[src/gwpp_pkg.sv]
// Package for the 4-bit grayscale window packer.
// Holds command codes, request codes, the job record and the area step codes.
// No dependencies.
`timescale 1ns / 1ps

package gwpp_pkg;

	// default depth of the job queue between front and back
	localparam int QUEUE_DEPTH = 4;

	// panel command codes
	localparam logic [7:0] CMD_COLUMN_ADDR = 8'h15;
	localparam logic [7:0] CMD_ROW_ADDR    = 8'h75;

	// one packed pixel
	localparam int NIBBLE_W = 4;
	typedef logic [NIBBLE_W-1:0] nibble_t;

	// request type codes
	localparam logic REQ_AREA  = 1'b0;
	localparam logic REQ_PIXEL = 1'b1;

	typedef enum logic {
		JOB_AREA,
		JOB_PIXEL
	} job_kind_t;

	// bytes of the six-byte address sequence
	typedef enum logic [2:0] {
		STEP_COL_CMD,
		STEP_COL_START,
		STEP_COL_END,
		STEP_ROW_CMD,
		STEP_ROW_START,
		STEP_ROW_END
	} area_step_t;

	// one queued job: area coordinates, or a finished pixel byte in arg_a
	typedef struct packed {
		job_kind_t  kind;
		logic [7:0] arg_a;
		logic [7:0] arg_b;
		logic [5:0] arg_c;
		logic [5:0] arg_d;
		logic       flag;	// area: empty window; pixel: area done
	} job_t;

endpackage

[src/gwpp_front.sv]
// Front part of the window packer: accepts requests, tracks the open area,
// packs pixel nibbles and pushes finished jobs into the queue.
// Depends on gwpp_pkg.
`timescale 1ns / 1ps

module gwpp_front (
	input  logic                clk,
	input  logic                arst_n,
	input  logic                in_valid,
	output logic                in_stall,
	input  logic                req_type,
	input  logic [7:0]          x_start,
	input  logic [7:0]          x_end,
	input  logic [5:0]          y_start,
	input  logic [5:0]          y_end,
	input  logic [7:0]          luma,
	input  logic                q_full,
	output logic                push,
	output gwpp_pkg::job_t      push_job
);

	logic [8:0]        width_q;
	logic [6:0]        height_q;
	logic [8:0]        col_q;
	logic [6:0]        row_q;
	gwpp_pkg::nibble_t held_q;
	logic              pend_q;
	logic              open_q;

	logic              accept;
	logic              is_area;
	logic              empty;
	logic [9:0]        col_inc;
	logic              row_end;
	logic [6:0]        row_inc;
	logic              area_fin;
	gwpp_pkg::nibble_t nib;
	logic              emit;
	logic [7:0]        pix_byte;

	// request classification and pixel packing
	always_comb begin
		in_stall = q_full;
		accept   = in_valid && !q_full;
		is_area  = (req_type == gwpp_pkg::REQ_AREA);
		empty    = (x_end < x_start) || (y_end < y_start);
		col_inc  = {1'b0, col_q} + 10'd1;
		row_end  = (col_inc >= {1'b0, width_q});
		row_inc  = row_q + 7'd1;
		area_fin = (row_inc >= height_q);
		nib      = luma[7 -: gwpp_pkg::NIBBLE_W];
		emit     = pend_q || row_end;
		pix_byte = pend_q ? {held_q, nib} : {nib, gwpp_pkg::nibble_t'(0)};
		push     = accept && (is_area || (open_q && emit));
		if (is_area) begin
			push_job.kind  = gwpp_pkg::JOB_AREA;
			push_job.arg_a = x_start;
			push_job.arg_b = x_end;
			push_job.arg_c = y_start;
			push_job.arg_d = y_end;
			push_job.flag  = empty;
		end else begin
			push_job.kind  = gwpp_pkg::JOB_PIXEL;
			push_job.arg_a = pix_byte;
			push_job.arg_b = 8'd0;
			push_job.arg_c = 6'd0;
			push_job.arg_d = 6'd0;
			push_job.flag  = row_end && area_fin;
		end
	end

	// area and position state
	always_ff @(posedge clk or negedge arst_n) begin
		if (!arst_n) begin
			width_q  <= '0;
			height_q <= '0;
			col_q    <= '0;
			row_q    <= '0;
			held_q   <= '0;
			pend_q   <= 1'b0;
			open_q   <= 1'b0;
		end else if (accept) begin
			if (is_area) begin
				width_q  <= empty ? 9'd0 : 9'({1'b0, x_end} - {1'b0, x_start} + 9'd1);
				height_q <= empty ? 7'd0 : 7'({1'b0, y_end} - {1'b0, y_start} + 7'd1);
				col_q    <= '0;
				row_q    <= '0;
				held_q   <= '0;
				pend_q   <= 1'b0;
				open_q   <= !empty;
			end else if (open_q) begin
				// hold a high nibble unless it closes the row
				if (!pend_q && !row_end) begin
					held_q <= nib;
					pend_q <= 1'b1;
				end else begin
					pend_q <= 1'b0;
				end
				if (row_end) begin
					col_q <= '0;
					row_q <= row_inc;
					if (area_fin) begin
						open_q <= 1'b0;
					end
				end else begin
					col_q <= col_inc[8:0];
				end
			end
		end
	end

endmodule

[src/gwpp_queue.sv]
// Short job queue between the front and back parts of the window packer.
// Register-based ring buffer; depends on gwpp_pkg for the job record.
`timescale 1ns / 1ps

module gwpp_queue #(
	parameter int DEPTH = gwpp_pkg::QUEUE_DEPTH
) (
	input  logic           clk,
	input  logic           arst_n,
	input  logic           push,
	input  gwpp_pkg::job_t push_job,
	output logic           full,
	input  logic           pop,
	output logic           head_valid,
	output gwpp_pkg::job_t head_job
);

	localparam int AW = (DEPTH > 1) ? $clog2(DEPTH) : 1;
	localparam int CW = $clog2(DEPTH + 1);
	localparam logic [AW-1:0] LAST_IDX = AW'(DEPTH - 1);
	localparam logic [CW-1:0] FULL_CNT = CW'(DEPTH);

	gwpp_pkg::job_t   mem_q [DEPTH];
	logic [AW-1:0]    wr_q;
	logic [AW-1:0]    rd_q;
	logic [CW-1:0]    cnt_q;

	assign full       = (cnt_q == FULL_CNT);
	assign head_valid = (cnt_q != '0);
	assign head_job   = mem_q[rd_q];

	// pointers and fill count
	always_ff @(posedge clk or negedge arst_n) begin
		if (!arst_n) begin
			wr_q  <= '0;
			rd_q  <= '0;
			cnt_q <= '0;
		end else begin
			if (push) begin
				wr_q <= (wr_q == LAST_IDX) ? '0 : AW'(wr_q + 1'b1);
			end
			if (pop) begin
				rd_q <= (rd_q == LAST_IDX) ? '0 : AW'(rd_q + 1'b1);
			end
			unique case ({push, pop})
				2'b10:   cnt_q <= CW'(cnt_q + 1'b1);
				2'b01:   cnt_q <= CW'(cnt_q - 1'b1);
				default: cnt_q <= cnt_q;
			endcase
		end
	end

	// entry storage
	always_ff @(posedge clk) begin
		if (push) begin
			mem_q[wr_q] <= push_job;
		end
	end

endmodule

[src/gwpp_back.sv]
// Back part of the window packer: expands queued jobs into output bytes
// and holds them in the output register. Depends on gwpp_pkg.
`timescale 1ns / 1ps

module gwpp_back (
	input  logic           clk,
	input  logic           arst_n,
	input  logic           head_valid,
	input  gwpp_pkg::job_t head_job,
	output logic           pop,
	output logic           out_valid,
	input  logic           out_stall,
	output logic [7:0]     out_byte,
	output logic           is_data,
	output logic           run_last,
	output logic           area_done
);

	gwpp_pkg::area_step_t step_q;
	logic                 out_valid_q;
	logic [7:0]           byte_q;
	logic                 data_q;
	logic                 last_q;
	logic                 done_q;

	logic                 load;
	logic                 is_pix;
	logic [7:0]           nx_byte;
	logic                 nx_data;
	logic                 nx_last;
	logic                 nx_done;

	// byte selection for the current job and step
	always_comb begin
		load   = head_valid && (!out_valid_q || !out_stall);
		is_pix = (head_job.kind == gwpp_pkg::JOB_PIXEL);
		pop    = load && (is_pix || (step_q == gwpp_pkg::STEP_ROW_END));
		nx_byte = 8'd0;
		nx_data = 1'b1;
		nx_last = 1'b0;
		nx_done = 1'b0;
		if (is_pix) begin
			nx_byte = head_job.arg_a;
			nx_last = 1'b1;
			nx_done = head_job.flag;
		end else begin
			unique case (step_q)
				gwpp_pkg::STEP_COL_CMD: begin
					nx_byte = gwpp_pkg::CMD_COLUMN_ADDR;
					nx_data = 1'b0;
				end
				gwpp_pkg::STEP_COL_START: nx_byte = {1'b0, head_job.arg_a[7:1]};
				gwpp_pkg::STEP_COL_END:   nx_byte = {1'b0, head_job.arg_b[7:1]};
				gwpp_pkg::STEP_ROW_CMD: begin
					nx_byte = gwpp_pkg::CMD_ROW_ADDR;
					nx_data = 1'b0;
				end
				gwpp_pkg::STEP_ROW_START: nx_byte = {2'b00, head_job.arg_c};
				gwpp_pkg::STEP_ROW_END: begin
					nx_byte = {2'b00, head_job.arg_d};
					nx_last = 1'b1;
					nx_done = head_job.flag;
				end
				default: begin
					nx_byte = 8'd0;
				end
			endcase
		end
	end

	// step counter and output valid
	always_ff @(posedge clk or negedge arst_n) begin
		if (!arst_n) begin
			step_q      <= gwpp_pkg::STEP_COL_CMD;
			out_valid_q <= 1'b0;
		end else begin
			if (load) begin
				out_valid_q <= 1'b1;
				if (!is_pix) begin
					step_q <= (step_q == gwpp_pkg::STEP_ROW_END) ? gwpp_pkg::STEP_COL_CMD
						: gwpp_pkg::area_step_t'(step_q + 3'd1);
				end
			end else if (!out_stall) begin
				out_valid_q <= 1'b0;
			end
		end
	end

	// output payload
	always_ff @(posedge clk) begin
		if (load) begin
			byte_q <= nx_byte;
			data_q <= nx_data;
			last_q <= nx_last;
			done_q <= nx_done;
		end
	end

	assign out_valid = out_valid_q;
	assign out_byte  = byte_q;
	assign is_data   = data_q;
	assign run_last  = last_q;
	assign area_done = done_q;

endmodule

[src/gray4_window_pixel_packer_unit.sv]
// Top level of the 4-bit grayscale window packer.
// Instantiates gwpp_front, gwpp_queue and gwpp_back; uses gwpp_pkg.
`timescale 1ns / 1ps

//  channel | handshake          | payload
//  --------+--------------------+--------------------------------------------
//  input   | in_valid, in_stall | req_type, x_start, x_end, y_start, y_end, luma
//  output  | out_valid, out_stall | out_byte, is_data, run_last, area_done
//
// Pixel requests are taken one per cycle while the queue is not full; the byte a pixel
// completes enters the queue at the accepting edge and moves from the queue head into
// the output register once the jobs ahead of it are out and the output register is free.
// A held high nibble sends nothing. An area request yields six bytes, one per step of the
// back part's step counter; pixels behind it wait in the DEPTH-entry queue.
// in_stall rises only when the queue is full; out_stall freezes the output
// register and the back part, never the front directly.
// Reset clears area state, queue pointers and output valid at once.

module gray4_window_pixel_packer_unit #(
	parameter int DEPTH = gwpp_pkg::QUEUE_DEPTH
) (
	input  logic       clk,
	input  logic       arst_n,
	input  logic       in_valid,
	output logic       in_stall,
	input  logic       req_type,
	input  logic [7:0] x_start,
	input  logic [7:0] x_end,
	input  logic [5:0] y_start,
	input  logic [5:0] y_end,
	input  logic [7:0] luma,
	output logic       out_valid,
	input  logic       out_stall,
	output logic [7:0] out_byte,
	output logic       is_data,
	output logic       run_last,
	output logic       area_done
);

	logic           q_full;
	logic           push;
	gwpp_pkg::job_t push_job;
	logic           pop;
	logic           head_valid;
	gwpp_pkg::job_t head_job;

	// request side
	gwpp_front u_front (
		.clk      (clk),
		.arst_n   (arst_n),
		.in_valid (in_valid),
		.in_stall (in_stall),
		.req_type (req_type),
		.x_start  (x_start),
		.x_end    (x_end),
		.y_start  (y_start),
		.y_end    (y_end),
		.luma     (luma),
		.q_full   (q_full),
		.push     (push),
		.push_job (push_job)
	);

	// job queue
	gwpp_queue #(
		.DEPTH (DEPTH)
	) u_queue (
		.clk        (clk),
		.arst_n     (arst_n),
		.push       (push),
		.push_job   (push_job),
		.full       (q_full),
		.pop        (pop),
		.head_valid (head_valid),
		.head_job   (head_job)
	);

	// byte side
	gwpp_back u_back (
		.clk        (clk),
		.arst_n     (arst_n),
		.head_valid (head_valid),
		.head_job   (head_job),
		.pop        (pop),
		.out_valid  (out_valid),
		.out_stall  (out_stall),
		.out_byte   (out_byte),
		.is_data    (is_data),
		.run_last   (run_last),
		.area_done  (area_done)
	);

endmodule

[config.mk]
export PLATFORM = sky130hd
export DESIGN_NAME = gray4_window_pixel_packer_unit
export DESIGN_NICKNAME = d
export VERILOG_FILES = /design/src/gwpp_pkg.sv /design/src/gwpp_front.sv /design/src/gwpp_queue.sv /design/src/gwpp_back.sv /design/src/gray4_window_pixel_packer_unit.sv
export SDC_FILE = /design/constraint.sdc
export NUM_CORES = 1
export LEC_CHECK = 0
export BUFFER_PORTS_ARGS = -buffer_cell sky130_fd_sc_hd__buf_2
export CAP_MARGIN = 15
export CORE_MARGIN = 3
export CORE_UTILIZATION = 46
export CTS_CLUSTER_SIZE = 20
export DETAILED_ROUTE_END_ITERATION = 8
export GPL_TIMING_DRIVEN = 0
export PLACE_DENSITY = 0.65
export SYNTH_ARGS = -nofsm -noshare
export SYNTH_HDL_FRONTEND = slang
export SYNTH_HIERARCHICAL = 1
export SYNTH_SLANG_ARGS = --single-unit
[constraint.sdc]
create_clock -name clk -period 3.6 [get_ports clk]
set_input_delay 0.18 -clock clk [delete_from_list [all_inputs] [get_ports clk]]
set_output_delay 0.18 -clock clk [all_outputs]
set_load 0.05 [all_outputs]
# == Word level (Yosys, flattened, before mapping) ==
# Memory sizes are Yosys's and may differ from the RTL's.
# Index checks and enable logic that the tools add are counted.
# totals
out_inout_bits,13
regBits,60
ramBits,120
mem_count,1
# op_classes
eq_ne,14
muxes,34
addsub,11
reduce_logical,27
magnitude_cmp,4
bitwise,2
# memory_table
name,depth,word_bits,rd,rd_clocked_by_memory_dff,write_ports,line,text
u_queue.mem_q,4,30,1,0,1,gwpp_queue.sv:23,gwpp_pkg::job_t mem_q [DEPTH];
# op_table
operator,count
$pmux W7 S6,1
$mux W9,4
$mux W30,1
$mux W7,4
$mux W8,2
$mux W1,15
$add A7 B1 Y7 const B,2
$mux W4,3
$add A9 B1 Y10 const B,1
$ge A10 B9 Y1,1
$add A9 B1 Y9 const B,1
$eq A3 B3 Y1 const B,3
$sub A8 B8 Y9,1
$lt A8 B8 Y1,1
$ne A2 B1 Y1 const B,4
$ge A7 B7 Y1,1
$logic_and A1 B1 Y1,7
$sub A6 B6 Y7,1
$add A3 B1 Y3 const B,2
$eq A2 B2 Y1 const B,3
$eq A3 B2 Y1 const B,2
$logic_not A1 Y1,6
$lt A6 B6 Y1,1
$pmux W3 S2,1
14 further kinds,24

# == Logic depth before layout (Yosys ltp) ==
# depth
word_depth,8
ltp_mapped,18
ltp_nobuf,17

# == Cells and area by module ==
# The synthesis kept the hierarchy.
# by_module_without_submodules
module,n_inst,area_per_inst_um2,cells_per_inst,seq_area_each_um2
gwpp_queue,1,4780.8,192,3778.6
gwpp_front,1,3359.5,390,950.9
gwpp_back,1,982.2,91,430.4

# == Worst setup path before layout ==
# No wires, ideal clock.
# synth_timing
path_kind,register to register
from,register u_front.col_q[0]
to,"memory u_queue/mem_q[0][0] (netlist bit), enable pin"
stages_incl_launch_ff,11
slack_ns,0.107
required_ns,3.210
setup_time_ns,0.390
arrival_ns,3.103
synth_period_minus_slack_ns,3.493
cell_sequence,dfrtp_1 > ha_1 > nand3_1 > or3_1 > xnor2_1 > ha_1 > nand3_1 > o211ai_2 > nor2_1 > nor2_1 > and2_1
# synth_via
elab_chain_cells,8
# synth_rtl
item,line,text
"start, declared",gwpp_front.sv:24,logic [8:0] col_q;
"start signal, assigned",gwpp_front.sv:106,col_q <= col_inc[8:0];
$add A9 B1 Y10,gwpp_front.sv:47,"col_inc = {1'b0, col_q} + 10'd1;"
$ge A10 B9 Y1,gwpp_front.sv:48,"row_end = (col_inc >= {1'b0, width_q});"
$logic_or A1 B1 Y1,gwpp_front.sv:52,emit = pend_q || row_end;
$logic_and A1 B1 Y1,gwpp_front.sv:54,push = accept && (is_area || (open_q && emit));
$logic_or A1 B1 Y1,gwpp_front.sv:54,
$logic_and A1 B1 Y1,gwpp_front.sv:54,
net push,gray4_window_pixel_packer_unit.sv:41,logic push;
$mux W1,gwpp_queue.sv:55,if (push) begin
$mux W1 (implied by the code),gwpp_queue.sv:56,mem_q[wr_q] <= push_job;
"end, declared",gwpp_queue.sv:23,
# The timed path passes the listed nets, and every way through them passes these cells.

# == Worst setup path after layout ==
# layout_timing
from,register u_front.col_q[0]
to,register u_queue.cnt_q[1]
# layout_via
elab_chain_cells,8
elab_cells_between_ends,10
# layout_rtl
item,line,text
$add A9 B1 Y10 *,gwpp_front.sv:47,
$ge A10 B9 Y1 *,gwpp_front.sv:48,
$logic_or A1 B1 Y1 *,gwpp_front.sv:52,
$logic_and A1 B1 Y1 *,gwpp_front.sv:54,
$logic_or A1 B1 Y1 *,gwpp_front.sv:54,
$logic_and A1 B1 Y1 *,gwpp_front.sv:54,
net push,gray4_window_pixel_packer_unit.sv:41,
$eq A2 B1 Y1 or $eq A2 B2 Y1 (tied branches),gwpp_queue.sv:45,"unique case ({push, pop})"
$pmux W3 S2 or $reduce_bool A2 Y1 (tied branches),-,
"end signal, assigned",gwpp_queue.sv:46,2'b10: cnt_q <= CW'(cnt_q + 1'b1);
"end signal, assigned",gwpp_queue.sv:47,2'b01: cnt_q <= CW'(cnt_q - 1'b1);
"end signal, assigned",gwpp_queue.sv:48,default: cnt_q <= cnt_q;
"end, declared",gwpp_queue.sv:26,logic [CW-1:0] cnt_q;
# Mark *: on every way through the listed nets, which the timed path passes. The rest lies on a longest branch.
# A chain may end at the register's enable or synchronous reset.

==> results.md <==
* TritonCTS Sinks at about 180
* Die Height at ~150 um
* Endpoints failing setup at 0
* Fin util at a little over half
* Rows at 50
* Hold_sp: luma[4]
* Final Max Slew Viols at 0
* CTS tree: built
* Die width at about 150 um
* Vias in the first global route at slightly below 6,000
* Fraction of layout cells with a size suffix above 1 at between 20% and 30%
* Hold endpoint: u_front/held_q[0]$_DFFE_PN0P_
* Final #Nets at around 850
* Power per cell area at roughly 750 nW/um2
* R2R setup slack at 0.17 ns
* Synthesis-to-layout area growth at 15.6%
* IO Pins at 54
* Via-per-instance ratio at roughly 5.6
* Most frequent cells in the layout: 127 x edfxtp_1, 58 x inv_1, 55 x ha_1
* H-tree depth at 4
* Post-Route WL at slightly below 20,000 um
* Pre-CTS WS at -0.416 ns
* CTS root buf: clkbuf_16
* DRC at 0
* Lkg Pwr at between 4 and 5 nW
* Most common library cell in the layout ignoring fill and taps: edfxtp_1
* Critical Path AT at roughly 3.7 ns
* GR Overflow Total at 0
* Starting DRC count in detailed routing at around 380
* Slew HR at around 33%
* Cell mode on critical path: nor2_4
* Critical path required time at 3.91 ns
* Synth warn at 6
* DP HPWL at 13,700 um
* Die Area at approximately 21,000 um2
* Setup crit start: u_front/col_q[0]$_DFFE_PN0P_
* Antenna violations before repair at 0
* GPL Wtd Cong at between 0.8 and 0.9
* Post-Syn Area at about 9000 um2
* Hold Vio Cnt, Final at 0
* CP startpoint kind: flop
* R2r endpoint: u_queue/cnt_q[1]$_DFFE_PN0P_
* CP cell instances: nand3_2 -> or2_1 -> buf_6 -> nor2_4 -> xor2_1 -> ha_1 -> a21o_1 -> a21oi_1 -> o31a_1 -> o211ai_4 -> nor2_2 -> nor2_4 -> inv_2 -> ha_4 -> fa_1 -> mux2_2
* ANT cells at 0
* Skew final at approximately 0.012 ns
* Synth Instances at 667
* Reg clk slew, reported paths at 0.07 ns
* R2R cell count at 16
* Worst VDD drop at a little over 0.0004 V
* DR WL/cell at 19.1 um
* Worst-path fanout max at 8
* Mapped Avg Cell Area at about 13 um2
* Hold Path Stages at 3
* Setup Crit Path Kind: flop to flop
* Initial Utilization at approximately 47%
* Total negative slack at 0 ns
* CP max stage delay at ~0.41 ns
* Min cycle time layout at around 3.4 ns
* Max-cap check violation count at 0
* Max Freq at around 290 MHz
* Status: finished, final reports clean
* Design Power at 7.81 mW
* Period utilisation layout at a little over nine tenths
* Pin count of the biggest net entering global routing at 50
* Core ar. at 19,000 um2
* Worst Max-Slew Pin Slew at roughly 1 ns
* Global Route Usage Sum at between 10% and 20%
* Final setup margin at 0.175 ns
* Num CTS Buffers at 17
* Fillers at 1,531
* Worst min path class: primary input to flop
* WHS at ~0.11 ns
* Post-Syn Nets at 772
* Vias at 5,656
* Clk_lat worst skew at about 0.43 ns
* R2R Path Start: u_front/col_q[0]$_DFFE_PN0P_
* First-pass GRT wire length at 31,400 um
* Clk buf depth at 2
* 1st-pass router iterations at 5
* Endpoint class of the critical path: flop
* Port-buffer cells at just under 50
* ANT nets after route at 0
* Slowest stage cell on the critical path: fa_1
[repair_timing]
action / in CTS / in global routing
endpoints found under the hold margin: 1 / 17
cloned: 0 / 0
hold buffers: 1 / 1
pin swaps: 2 / 4
gates resized for setup: 6 / 7
endpoints found under the setup margin: 118 / 118
buffers inserted: 3 / 5
[critical path: cells and delay by family, from the launching register on]
family	cells	cell delay (ns)
fa+ha+maj	3	0.82
xor+xnor	1	0.16
buf+inv	2	0.26
simple gates	5	0.72
compound gates	4	0.65
flops	1	0.39
mux	1	0.28
[flip-flops by register name, summed over array words and instances (netlist names)]
name,flops
u_queue/mem_q,116
u_front/col_q,9
u_front/width_q,9
u_back/out_byte,8
u_front/height_q,7
u_front/row_q,7
u_front/held_q,4
u_back/step_q,3
u_queue/cnt_q,3
u_queue/rd_q,2
u_queue/wr_q,2
u_back/area_done,1
u_back/is_data,1
u_back/out_valid,1
u_back/run_last,1
u_front/open_q,1
u_front/pend_q,1
[power by group]
group	total, mW	internal, mW	switching, mW	leakage (nW)
logic	2.93	1.23	1.70	1.98
clock network	2.08	1.31	0.768	0.316
registers	2.80	2.63	0.171	1.81
[layer usage]
layer	part of all wire [%]	vias to the layer above	track usage, %	wire length, um
met3	4.7	24	3.83	921
met1	41	2857	23.9	8050
met2	52	153	32.6	10200
met5	0	-	0	0
li1	-	2622	-	-
met4	1.8	0	6.93	348
[worst max-delay path by stage]
stage	end	slack, ns	depth (start not counted)
final	u_queue/cnt_q[1]$_DFFE_PN0P_	0.17	16
after floorplan	u_queue/cnt_q[1]$_DFFE_PN0P_	0.11	14
after CTS	u_queue/cnt_q[1]$_DFFE_PN0P_	0.01	16
after global placement	u_queue/mem_q[3][8]$_DFFE_PP_	-0.76	10
after global routing	u_queue/cnt_q[1]$_DFFE_PN0P_	-0.01	16
after detailed placement	u_queue/cnt_q[1]$_DFFE_PN0P_	-0.42	14
[through the flow]
| step | area (um2) | std cells |
|---|---|---|
| floorplan | 8980 | 667 |
| global placement | 9550 | 976 |
| detailed placement | 9550 | 976 |
| CTS | 10300 | 1012 |
| global route | 10400 | 1019 |
| finish | 10400 | 1019 |
[cell type report]
| type | count | area (um2) | area share (%) |
|---|---|---|---|
| sequential | 176 | 5040 | 48.6 |
| clock inverter | 12 | 230 | 2.22 |
| inverter | 62 | 233 | 2.24 |
| clock buffer | 20 | 437 | 4.21 |
| multi-input combinational | 404 | 3550 | 34.2 |
| timing repair buffer | 60 | 345 | 3.33 |
| buffer | 25 | 210 | 2.03 |
| tap | 260 | 325 | 3.14 |
Note: power is estimated with default switching activity, not from simulation.
